**src/rtl/bale_pkg.sv**
```systemverilog
`default_nettype none
package bale_pkg;

  typedef enum logic [3:0] {
    CMD_APPEND  = 4'd0,
    CMD_INSERT  = 4'd1,
    CMD_ORDERED = 4'd2,
    CMD_REM_VAL = 4'd3,
    CMD_REM_POS = 4'd4,
    CMD_READ    = 4'd5,
    CMD_WRITE   = 4'd6,
    CMD_FIND    = 4'd7,
    CMD_MOVE    = 4'd8
  } cmd_e;

  localparam logic [2:0] ST_OK       = 3'd0;
  localparam logic [2:0] ST_FULL     = 3'd1;
  localparam logic [2:0] ST_RANGE    = 3'd2;
  localparam logic [2:0] ST_NOTFOUND = 3'd3;
  localparam logic [2:0] ST_EMPTY    = 3'd4;

  typedef struct packed {
    logic [3:0]         command;
    logic signed [31:0] value;
    logic [4:0]         position;
  } req_t;

  typedef struct packed {
    logic signed [31:0] data;
    logic [3:0]         found_index;
    logic [2:0]         status;
    logic [4:0]         entry_count;
    logic               is_empty;
  } rsp_t;

endpackage
`default_nettype wire

```
**src/rtl/bounded_array_list_engine.sv**
```systemverilog
`default_nettype none
// channel   signals                       handshake
// request   start, busy, request          accepted when start && !busy
// result    done, result                  one-cycle strobe, no back pressure
// done is registered from S_FINISH: status-only commands and writes go there
// straight from idle, a read passes through S_SCAN_WAIT and S_SCAN first, and a move
// runs a full scan, then a shift of up to CAPACITY-1 entries at one entry per cycle.
// busy drops as done rises, so the next request is taken at the end of done.
// reset clears the count and control; store contents are undefined until written.
// results cannot be stalled by the receiver.
module bounded_array_list_engine import bale_pkg::*; #(
  parameter int CAPACITY = 16
) (
  input  wire logic clk,
  input  wire logic rst,
  input  wire logic start,
  input  wire req_t request,
  output logic      busy,
  output logic      done,
  output rsp_t      result
);

  localparam int AW = (CAPACITY > 1) ? $clog2(CAPACITY) : 1;
  localparam int CW = $clog2(CAPACITY + 1);

  logic          mem_we;
  logic [AW-1:0] mem_waddr;
  logic [31:0]   mem_wdata;
  logic [AW-1:0] mem_raddr;
  logic [31:0]   mem_rdata;

  bale_ctrl #(.CAPACITY(CAPACITY), .AW(AW), .CW(CW)) u_ctrl (
    .clk, .rst, .start, .request, .busy, .done, .result,
    .mem_we, .mem_waddr, .mem_wdata, .mem_raddr, .mem_rdata
  );

  bale_datapath #(.CAPACITY(CAPACITY), .AW(AW)) u_dp (
    .clk, .mem_we, .mem_waddr, .mem_wdata, .mem_raddr, .mem_rdata
  );

  // done is a single strobe
  a_done_pulse: assert property (@(posedge clk) disable iff (rst) done |=> !done)
    else $error("done held");
  // an accepted request raises busy
  a_busy: assert property (@(posedge clk) disable iff (rst) (start && !busy) |=> busy)
    else $error("busy not raised");
  // empty flag tracks count
  a_empty: assert property (@(posedge clk) disable iff (rst)
    done |-> (result.is_empty == (result.entry_count == '0)))
    else $error("empty flag wrong");

endmodule
`default_nettype wire

```
**src/rtl/bale_datapath.sv**
```systemverilog
`default_nettype none
module bale_datapath #(
  parameter int CAPACITY = 16,
  parameter int AW = 4
) (
  input  wire logic              clk,
  input  wire logic              mem_we,
  input  wire logic [AW-1:0]     mem_waddr,
  input  wire logic [31:0]       mem_wdata,
  input  wire logic [AW-1:0]     mem_raddr,
  output logic      [31:0]       mem_rdata
);

  logic [31:0] store [CAPACITY];

  // one write port, one registered read port
  always_ff @(posedge clk) begin
    if (mem_we) begin
      store[mem_waddr] <= mem_wdata;
    end
    mem_rdata <= store[mem_raddr];
  end

endmodule
`default_nettype wire

```
**src/rtl/bale_ctrl.sv**
```systemverilog
`default_nettype none
module bale_ctrl import bale_pkg::*; #(
  parameter int CAPACITY = 16,
  parameter int AW = 4,
  parameter int CW = 5
) (
  input  wire logic          clk,
  input  wire logic          rst,
  input  wire logic          start,
  input  wire req_t          request,
  output logic               busy,
  output logic               done,
  output rsp_t               result,
  output logic               mem_we,
  output logic [AW-1:0]      mem_waddr,
  output logic [31:0]        mem_wdata,
  output logic [AW-1:0]      mem_raddr,
  input  wire logic [31:0]   mem_rdata
);

  localparam int IW = CW + 1;
  localparam int PW = (IW > 5) ? IW : 5;

  typedef enum logic [2:0] {
    S_IDLE, S_SCAN_WAIT, S_SCAN, S_MOVE_SETUP, S_SHIFT_WAIT, S_SHIFT, S_FINISH
  } state_t;

  state_t        state;
  state_t        state_next;
  logic          busy_next;
  logic          done_next;
  req_t          cur;
  req_t          cur_next;
  logic [CW-1:0] count;
  logic [CW-1:0] count_next;
  logic [IW-1:0] idx;          // scan index or shift destination
  logic [IW-1:0] idx_next;
  logic [IW-1:0] target;       // found / insert position
  logic [IW-1:0] target_next;
  logic [IW-1:0] stop;         // last shift destination
  logic [IW-1:0] stop_next;
  logic          dir_up;       // shift toward higher index
  logic          dir_up_next;
  logic          have;
  logic          have_next;
  logic [31:0]   best;
  logic [31:0]   best_next;
  logic [31:0]   out_data;
  logic [31:0]   out_data_next;
  logic [2:0]    out_status;
  logic [2:0]    out_status_next;
  logic [AW-1:0] mem_raddr_next;

  logic [CW-1:0] cap_c;
  logic [IW-1:0] cnt_i;
  logic [PW-1:0] req_pos_w;
  logic [PW-1:0] count_w;
  logic [IW-1:0] ins_pos;
  logic          cmp_lt;       // rdata < reference, signed
  logic          cmp_gt;
  logic          move_better;
  logic          ord_ge;
  logic [IW-1:0] ord_pos;
  logic          fin_write;
  logic [AW-1:0] fin_addr;
  logic [31:0]   fin_data;

  assign cap_c     = CW'(CAPACITY);
  assign cnt_i     = IW'(count);
  assign req_pos_w = PW'(request.position);
  assign count_w   = PW'(count);

  // insert position for append and insert at position
  assign ins_pos = (request.command == CMD_APPEND) ? cnt_i
                 : (request.command == CMD_INSERT) ? IW'(request.position)
                 : '0;

  assign cmp_lt = $signed(mem_rdata) < $signed(best);
  assign cmp_gt = $signed(mem_rdata) > $signed(best);
  assign move_better = !have || (cur.position[0] ? cmp_gt : cmp_lt);

  // ordered insert goes before the first entry not greater than the value
  assign ord_ge  = !($signed(cur.value) < $signed(mem_rdata));
  assign ord_pos = ord_ge ? idx : cnt_i;

  // final store write: new entry, overwrite, or moved entry
  assign fin_write = (state == S_FINISH) && (out_status == ST_OK) &&
                     (cur.command inside {CMD_APPEND, CMD_INSERT, CMD_ORDERED,
                                          CMD_WRITE, CMD_MOVE});
  assign fin_addr  = (cur.command == CMD_MOVE)
                   ? (cur.position[0] ? AW'(cnt_i - IW'(1)) : '0)
                   : AW'(target);
  assign fin_data  = (cur.command == CMD_MOVE) ? best : cur.value;

  // store write port: one shifted entry per cycle, then the final write
  assign mem_we    = (state == S_SHIFT) || fin_write;
  assign mem_waddr = (state == S_SHIFT) ? AW'(idx) : fin_addr;
  assign mem_wdata = (state == S_SHIFT) ? mem_rdata : fin_data;

  // next-state logic: scan reads one entry per cycle, shift moves one entry per cycle
  always_comb begin
    state_next      = state;
    busy_next       = busy;
    done_next       = 1'b0;
    cur_next        = cur;
    count_next      = count;
    idx_next        = idx;
    target_next     = target;
    stop_next       = stop;
    dir_up_next     = dir_up;
    have_next       = have;
    best_next       = best;
    out_data_next   = out_data;
    out_status_next = out_status;
    mem_raddr_next  = mem_raddr;
    unique case (state)
      S_IDLE: begin
        if (start) begin
          cur_next        = request;
          busy_next       = 1'b1;
          out_data_next   = '0;
          out_status_next = ST_OK;
          target_next     = '0;
          have_next       = 1'b0;
          idx_next        = '0;
          mem_raddr_next  = '0;
          state_next      = S_FINISH;
          unique case (request.command) inside
            CMD_APPEND, CMD_INSERT, CMD_ORDERED: begin
              if (count >= cap_c) begin
                out_status_next = ST_FULL;
              end else if (request.command == CMD_INSERT && req_pos_w > count_w) begin
                out_status_next = ST_RANGE;
              end else if (request.command == CMD_ORDERED && count != '0) begin
                best_next  = request.value;
                state_next = S_SCAN_WAIT;
              end else begin
                // open a gap at the insert position
                target_next    = ins_pos;
                dir_up_next    = 1'b1;
                idx_next       = cnt_i;
                stop_next      = ins_pos + IW'(1);
                mem_raddr_next = AW'(cnt_i - IW'(1));
                state_next     = (ins_pos == cnt_i) ? S_FINISH : S_SHIFT_WAIT;
              end
            end
            CMD_REM_VAL, CMD_FIND: begin
              if (count == '0) begin
                out_status_next = (request.command == CMD_FIND) ? ST_NOTFOUND : ST_EMPTY;
              end else begin
                best_next  = request.value;
                state_next = S_SCAN_WAIT;
              end
            end
            CMD_REM_POS, CMD_READ, CMD_WRITE: begin
              if (count == '0) begin
                out_status_next = ST_EMPTY;
              end else if (req_pos_w >= count_w) begin
                out_status_next = ST_RANGE;
              end else begin
                target_next = IW'(request.position);
                if (request.command != CMD_WRITE) begin
                  mem_raddr_next = AW'(request.position);
                  state_next     = S_SCAN_WAIT;
                end
              end
            end
            CMD_MOVE: begin
              if (count == '0) out_status_next = ST_EMPTY;
              else state_next = S_SCAN_WAIT;
            end
            default: ;
          endcase
        end
      end

      // wait for the registered read of the first entry
      S_SCAN_WAIT: begin
        mem_raddr_next = AW'(idx + IW'(1));
        state_next     = S_SCAN;
      end

      S_SCAN: begin
        unique case (cur.command) inside
          CMD_READ: begin
            out_data_next = mem_rdata;
            state_next    = S_FINISH;
          end
          CMD_REM_POS: begin
            // close the gap above the removed entry
            out_data_next  = mem_rdata;
            dir_up_next    = 1'b0;
            idx_next       = target;
            stop_next      = cnt_i - IW'(2);
            mem_raddr_next = AW'(target + IW'(1));
            state_next     = (target + IW'(1) >= cnt_i) ? S_FINISH : S_SHIFT_WAIT;
          end
          CMD_MOVE: begin
            // first extreme wins on ties
            if (move_better) begin
              best_next   = mem_rdata;
              target_next = idx;
              have_next   = 1'b1;
            end
            if (idx + IW'(1) >= cnt_i) begin
              state_next = S_MOVE_SETUP;
            end else begin
              idx_next       = idx + IW'(1);
              mem_raddr_next = AW'(idx + IW'(2));
            end
          end
          CMD_ORDERED: begin
            if (ord_ge || idx + IW'(1) >= cnt_i) begin
              target_next    = ord_pos;
              dir_up_next    = 1'b1;
              idx_next       = cnt_i;
              stop_next      = ord_pos + IW'(1);
              mem_raddr_next = AW'(cnt_i - IW'(1));
              state_next     = (ord_pos == cnt_i) ? S_FINISH : S_SHIFT_WAIT;
            end else begin
              idx_next       = idx + IW'(1);
              mem_raddr_next = AW'(idx + IW'(2));
            end
          end
          default: begin
            // equality search for remove value and find
            if (mem_rdata == best) begin
              target_next = idx;
              if (cur.command == CMD_FIND) begin
                state_next = S_FINISH;
              end else begin
                out_data_next  = mem_rdata;
                dir_up_next    = 1'b0;
                stop_next      = cnt_i - IW'(2);
                mem_raddr_next = AW'(idx + IW'(1));
                state_next     = (idx + IW'(1) >= cnt_i) ? S_FINISH : S_SHIFT_WAIT;
              end
            end else if (idx + IW'(1) >= cnt_i) begin
              out_status_next = ST_NOTFOUND;
              state_next      = S_FINISH;
            end else begin
              idx_next       = idx + IW'(1);
              mem_raddr_next = AW'(idx + IW'(2));
            end
          end
        endcase
      end

      // min goes to the head by shifting up, max to the tail by shifting down
      S_MOVE_SETUP: begin
        idx_next = target;
        if (cur.position[0] == 1'b0) begin
          dir_up_next    = 1'b1;
          stop_next      = IW'(1);
          mem_raddr_next = AW'(target - IW'(1));
          state_next     = (target == '0) ? S_FINISH : S_SHIFT_WAIT;
        end else begin
          dir_up_next    = 1'b0;
          stop_next      = cnt_i - IW'(2);
          mem_raddr_next = AW'(target + IW'(1));
          state_next     = (target + IW'(1) >= cnt_i) ? S_FINISH : S_SHIFT_WAIT;
        end
      end

      // prime the read pipeline for the second source entry
      S_SHIFT_WAIT: begin
        mem_raddr_next = AW'(dir_up ? idx - IW'(2) : idx + IW'(2));
        state_next     = S_SHIFT;
      end

      // write the neighbor into idx while the next source is read
      S_SHIFT: begin
        if (idx == stop) begin
          state_next = S_FINISH;
        end else begin
          idx_next       = dir_up ? idx - IW'(1) : idx + IW'(1);
          mem_raddr_next = AW'(dir_up ? idx - IW'(3) : idx + IW'(3));
        end
      end

      S_FINISH: begin
        done_next  = 1'b1;
        busy_next  = 1'b0;
        state_next = S_IDLE;
        if (out_status == ST_OK) begin
          if (cur.command inside {CMD_APPEND, CMD_INSERT, CMD_ORDERED}) begin
            count_next = count + CW'(1);
          end else if (cur.command inside {CMD_REM_VAL, CMD_REM_POS}) begin
            count_next = count - CW'(1);
          end
        end
      end

      default: state_next = S_IDLE;
    endcase
  end

  // controller registers
  always_ff @(posedge clk) begin
    if (rst) begin
      state <= S_IDLE;
      busy  <= 1'b0;
      done  <= 1'b0;
      count <= '0;
    end else begin
      state      <= state_next;
      busy       <= busy_next;
      done       <= done_next;
      count      <= count_next;
      cur        <= cur_next;
      idx        <= idx_next;
      target     <= target_next;
      stop       <= stop_next;
      dir_up     <= dir_up_next;
      have       <= have_next;
      best       <= best_next;
      out_data   <= out_data_next;
      out_status <= out_status_next;
      mem_raddr  <= mem_raddr_next;
    end
  end

  // result fields
  always_comb begin
    result.data = out_data;
    result.found_index = ((cur.command inside {CMD_REM_VAL, CMD_FIND, CMD_MOVE}) &&
                          out_status == ST_OK) ? 4'(target) : 4'd0;
    result.status = out_status;
    result.entry_count = count;
    result.is_empty = (count == '0);
  end

endmodule
`default_nettype wire

```
**config.mk**
```make
export PLATFORM = sky130hd
export DESIGN_NAME = bounded_array_list_engine
export DESIGN_NICKNAME = d
export VERILOG_FILES = /design/src/rtl/bale_pkg.sv /design/src/rtl/bounded_array_list_engine.sv /design/src/rtl/bale_datapath.sv /design/src/rtl/bale_ctrl.sv
export SDC_FILE = /design/constraint.sdc
export NUM_CORES = 1
export LEC_CHECK = 0
export BUFFER_PORTS_ARGS = -buffer_cell sky130_fd_sc_hd__buf_2
export CAP_MARGIN = 0
export CORE_MARGIN = 1
export CORE_UTILIZATION = 35
export CTS_CLUSTER_DIAMETER = 50
export DETAILED_ROUTE_END_ITERATION = 7
export PLACE_DENSITY_LB_ADDON = 0.15
export SYNTH_ARGS = -nofsm -noshare
export SYNTH_HDL_FRONTEND = slang
export SYNTH_SLANG_ARGS = --single-unit
```
**constraint.sdc**
```tcl
create_clock -name clk -period 8.5 [get_ports clk]
set_input_delay 0.85 -clock clk [delete_from_list [all_inputs] [get_ports clk]]
set_output_delay 0.85 -clock clk [all_outputs]
set_load 0.01 [all_outputs]
```
### After elaboration in Yosys (flattened, before gate mapping)

Memory sizes are Yosys's and may differ from the RTL's. A register that Yosys moved wholly into a read port is not among the register bits.
Index checks and enable logic that the tools add are counted.

| cells by class | value |
|---|---|
| equal/unequal tests | 59 |
| bitwise gates (word level) | 1 |
| reductions and logical operators | 47 |
| muxes and demuxes | 134 |
| $add $sub $neg | 14 |
| $lt $le $gt $ge | 8 |

Operators with widths:

| cell | count |
|---|---|
| $mux W32 | 12 |
| $pmux W32 S2 | 4 |
| $mux W6 | 26 |
| $mux W4 | 19 |
| $lt A32 B32 Y1 | 2 |
| $mux W3 | 21 |
| $pmux W6 S3 | 3 |
| $pmux W6 S4 | 2 |
| $mux W5 | 7 |
| $eq A32 B32 Y1 | 1 |
| $eq A4 B3 Y1 const B | 8 |
| $gt A32 B32 Y1 | 1 |
| $ne A2 B2 Y1 const B | 13 |
| $add A6 B1 Y6 const B | 4 |
| $pmux W3 S4 | 2 |
| $pmux W4 S6 | 1 |
| $pmux W6 S2 | 2 |
| $reduce_and A6 Y1 | 4 |
| $ne A3 B3 Y1 const B | 7 |
| $mux W2 | 9 |
| $pmux W3 S6 | 1 |
| $mux W1 | 17 |
| $eq A4 B2 Y1 const B | 4 |
| $pmux W4 S4 | 1 |
| other kinds (53) | 92 |

| word-level totals | value |
|---|---|
| memories kept | 1 |
| output and inout bits | 47 |
| bits of input ports | 44 |
| RAM bits | 512 |
| register bits | 138 |

Memory list:

| memory | depth | bits a word | rd ports | clocked after memory_dff | write ports | RTL line | source |
|---|---|---|---|---|---|---|---|
| u_dp.store | 16 | 32 | 1 | 1 | 1 | bale_datapath.sv:14 | `logic [31:0] store [CAPACITY];` |

### Depth between registers and ports, before layout

| logic depth | value |
|---|---|
| word-level depth | 11 |
| depth in mapped cells | 17 |

### By module

Synthesis repeated with hierarchy kept, for this count alone.

| second synthesis, totals | value |
|---|---|
| cells, all modules | 2008 |
| area total of the unflattened synthesis | 30185.2 um^2 |

By module, submodules not included:

| module | times used | area an instance (um^2) | cells an instance |
|---|---|---|---|
| bale_datapath | 1 | 19835.3 | 838 |
| bale_ctrl | 1 | 10349.9 | 1170 |

### Worst setup path after synthesis

No wires, ideal clock.

| path | value |
|---|---|
| kind | reg-to-reg |
| start | register u_ctrl.best[15] |
| end | register u_ctrl.best[0] (enable) |
| cell stages (with the launch flop) | 10 |
| library setup time | 0.470 ns |
| clock period less this slack | 4.866 ns |
| required time | 8.030 ns |
| data arrival time | 4.396 ns |
| setup slack | 3.634 ns |
| cell sequence | edfxtp_1 > inv_1 > ha_1 > or4_1 > a2111oi_0 > or3b_1 > a31o_1 > and4b_1 > o41ai_1 > a211oi_1 |

| on the way | value |
|---|---|
| cells in the longest elaborated chain, start to end | 5 |

Ends and longest elaborated chain:

| item | RTL line | source |
|---|---|---|
| start, declared | bale_ctrl.sv:46 | `logic [31:0] best;` |
| start signal, assigned | bale_ctrl.sv:316 | `best <= best_next;` |
| $lt A32 B32 Y1 or $gt A32 B32 Y1 (tied branches) | bale_ctrl.sv:78, bale_ctrl.sv:79 |  |
| $mux W1 (*) | bale_ctrl.sv:80 | `assign move_better = !have \|\| (cur.position[0] ? cmp_gt : cmp_lt);` |
| $logic_or A1 B1 Y1 (*) | bale_ctrl.sv:80 |  |
| $ne A2 B1 Y1 (no source line) (*) | - |  |
| $reduce_and A10 Y1 (no source line) (*) | - |  |

Every way passes the cells marked *; elsewhere a longest branch is shown, timed or not.
A chain may end at the register's enable or synchronous reset.

### Worst setup path after layout

| path | value |
|---|---|
| start | register u_dp.mem_rdata[31] (read register of u_dp.store) |
| end | register u_ctrl.stop[2] (enable) |

| on the way | value |
|---|---|
| cells in the longest elaborated chain, start to end | 5 |

Ends and longest elaborated chain:

| item | RTL line | source |
|---|---|---|
| start, declared | bale_datapath.sv:11 | `output logic [31:0] mem_rdata` |
| $lt A32 B32 Y1 | bale_ctrl.sv:83 | `assign ord_ge = !($signed(cur.value) < $signed(mem_rdata));` |
| $logic_not A1 Y1 | bale_ctrl.sv:83 |  |
| $logic_or A1 B1 Y1 | bale_ctrl.sv:213 | `if (ord_ge \|\| idx + IW'(1) >= cnt_i) begin` |
| $ne A3 B3 Y1 (no source line) | - |  |
| $reduce_and A11 Y1 (no source line) (*) | - |  |
| end signal, assigned | bale_ctrl.sv:313 | `stop <= stop_next;` |
| end, declared | bale_ctrl.sv:40 | `logic [IW-1:0] stop;` |

Marks and branches as above.

==> flow_summary.json <==
{
  "vias": 17800,
  "cp_num_buf_inv": 1,
  "final_common_cell": "edfxtp_1",
  "critPathMaxStageDelay_ps": 1050,
  "ys_types": 71,
  "setup_viol": 0,
  "initialDrtViolationCount": 1633,
  "max_slew_margin": 0.110,
  "drive_gt1_frac": 0.230,
  "rr_worst_depth": 10,
  "ant_nets": 0,
  "timing.final.crit_share": 0.675,
  "drt_wl_total_microns": 84800,
  "avgViaCountPerCell": 5.44,
  "status": "finished clean",
  "muxShareOfSynthArea": 0.126,
  "ios": 91,
  "routabilityCongestion": 0.888,
  "numCtsBuffers": 94,
  "yosysSeqAreaShare": 0.664,
  "vdd_drop_max_mv": 0.205,
  "tightest_slew_ps": 1330,
  "dieArea_sq_um": 87500,
  "fp.dieW_microns": 296,
  "skew_ps": 47.1,
  "worstPathArrival_ps": 5950,
  "start_kind": "flop",
  "postCtsSetupBuffers": 0,
  "synthArstFlopShare": 0,
  "ys_ff_latch": 682,
  "cp-end-kind": "flop",
  "multiInputGateArea_sq_um": 9610,
  "dr.max_layer_used": "met4",
  "hold_path_depth": 1,
  "required_ps": 8720,
  "path_delay_family": "compound AO/OA/AOI/OAI gates",
  "num_rows": 107,
  "clock_latency_ps": 660,
  "cap_violations": 0,
  "finalNetCount": 2188,
  "grt.total_usage": 0.196,
  "synth_area_sq_um": 30200,
  "synth_top_family_by_area": "multiplexers",
  "grt_pass1_wl_microns": 124000,
  "dr.pass1.iters": 7,
  "hp-class": "primary input to flop",
  "clockBufferDepth": 3,
  "wl_met1_microns": 38300,
  "synth_edf_count": 640,
  "path_depth": 10,
  "port-buffer-count": 90,
  "grt_max_degree": 79,
  "antenna_found_initial": 1,
  "cts.sinks": 682,
  "synth_nets": 2067,
  "rsz0062_at_grt": "no",
  "ctsResizeCount": 0,
  "initial_core_util": 0.354,
  "cts_htree_levels": 3,
  "die_y_microns": 296,
  "coreArea_sq_um": 85300,
  "grt_pass1_vias": 18300,
  "setup_tns_ps": 0,
  "path_cells": "inv_1 -> ha_1 -> nand4_1 -> nor4_1 -> nand3_1 -> a21oi_1 -> o32a_1 -> nand2b_1 -> o21ai_1 -> a211oi_1",
  "met3_length_microns": 4530,
  "final_cell_mix": "640 x edfxtp_1, 160 x mux4_2, 128 x nand2_1",
  "utilization": 0.417,
  "wl_per_cell_microns": 25.9,
  "slowest_stage": "a211oi_1",
  "syn_area_per_cell_sq_um": 15.7,
  "dp_hpwl_microns": 50100,
  "critPathMaxFanout": 20,
  "synth-adder-area-share": 0.0423,
  "globalRoute.totalOverflow": 0,
  "cts_root_buf": "clkbuf_16",
  "synth_xor_xnor_area_share": 0.0145,
  "synth_compound_area_frac": 0.0676,
  "ys.flop_type": "edfxtp_1",
  "min_period_ps": 5730,
  "cts_tree": "yes",
  "hold_buffers": 0,
  "yosys_warnings": 0,
  "criticalPathCategory": "flop to flop",
  "slew_violations": 0,
  "hold_violations": 0,
  "path_clk_slew_ps": 60,
  "netlist_instances": 1922,
  "seq_area_sq_um": 20100,
  "synth_simple_gate_area_frac": 0.0605,
  "synthToLayoutAreaGrowth_pct": 17.6,
  "met2_wirelength_microns": 40400,
  "diodes": 0,
  "drcViolationCount": 0,
  "leakage_nw": 12.3,
  "power_density_nw_per_um2": 340,
  "fill_cells": 7751,
  "fmax_mhz": 174
}
## worst register-to-register path, delay by kind of cell, from the launching register on
kind                       cells  cell delay, ps
and+or+nand+nor                4            1990
AOI/OAI and AO/OA              4            2490
DFF                            1             410
adders and majority gates      1             340
buffers and inverters          1              80
## cell type report
class | count | area share
timing repair buffer | 132 | 0.0219
inverter | 92 | 0.00972
tap | 1144 | 0.0403
clock inverter | 59 | 0.0223
multi-input combinational | 1041 | 0.271
sequential | 682 | 0.565
clock buffer | 119 | 0.0706
## per-stage QoR
| stage | hold WS (ps) | cell area, sq um | total power [mW] | worst slack, ps | cells |
|---|---|---|---|---|---|
| after floorplan | 539 | 30200 | 6.95 | 3630 | 1922 |
| after global placement | 518 | 32200 | 8.11 | 2850 | 3090 |
| after detailed placement | 515 | 32200 | 8.12 | 2840 | 3090 |
| after CTS | 353 | 35500 | 12.2 | 2780 | 3268 |
| after global routing | 375 | 35500 | 12.7 | 2570 | 3269 |
| final | 394 | 35500 | 12.1 | 2770 | 3269 |
## cells by family (layout without fill, tap and decap cells)
| kind of cell | after synthesis | after routing |
|---|---|---|
| buffers and inverters | 199 | 402 |
| AOI/OAI and AO/OA | 307 | 307 |
| adders and majority gates | 101 | 101 |
| xor gates and xnor gates | 50 | 50 |
| muxes | 181 | 181 |
| DFF | 682 | 682 |
| and+or+nand+nor | 402 | 402 |
## report_power, final
group	switching, mW	total, mW	internal (mW)
clock network	1.54	4.06	2.52
registers	0.275	4.57	4.30
logic	2.04	3.45	1.41
## registers in the layout (all words and copies together), names as in the netlist
name and count:
u_dp.mem_rdata 32, u_ctrl.stop 6, u_ctrl.mem_raddr 4, u_ctrl.done 1
u_dp.store 512, u_ctrl.have 1, u_ctrl.out_status 3, u_ctrl.out_data 32
u_ctrl.count 5, u_ctrl.idx 6, u_ctrl.state 3, u_ctrl.cur 37
u_ctrl.best 32, u_ctrl.dir_up 1, u_ctrl.busy 1, u_ctrl.target 6
## synth_stat cells, types with 5 or more instances
cell,n,area [sq um]
a221oi_1,11,96.3
nand4_1,16,100
nor4_1,6,37.5
a21oi_1,66,330
mux4_2,160,3600
o221ai_1,10,87.6
mux2i_1,17,170
nand3_1,27,135
nand2b_1,16,100
xnor2_1,33,289
o211ai_1,6,45.0
nor3_1,19,95.1
o21ai_1,18,90.1
a31oi_1,45,282
xor2_1,17,149
inv_2,5,18.8
a21o_1,47,353
dfxtp_1,42,841
o21ai_0,33,165
o22ai_1,7,43.8
a22oi_1,8,60.1
nor2b_1,11,68.8
and2_1,5,31.3
a211oi_1,8,60.1
buf_1,23,86.3
ha_1,99,1240
nor2_1,141,529
edfxtp_1,640,19200
clkbuf_1,81,304
a22o_1,8,70.1
nand2_1,129,484
or3_1,7,43.8
inv_1,87,327
## metal layers
metal / vias to the layer above / GRT usage
li1: 7797 / -
met1: 9319 / 0.274
met2: 545 / 0.318
met3: 111 / 0.0277
met4: 0 / 0.0512
met5: - / 0
## path summary, 6_finish.rpt
path                      startpoint        endpoint  slack (ps)
hold / removal           request[32]  u_ctrl.cur[32]         390
setup reg to reg  u_dp.mem_rdata[31]  u_ctrl.stop[2]        2770
hold reg to reg          u_ctrl.busy     u_ctrl.busy         540
setup / recovery  u_dp.mem_rdata[31]  u_ctrl.stop[2]        2770
Power figures use the tool's default switching activity.
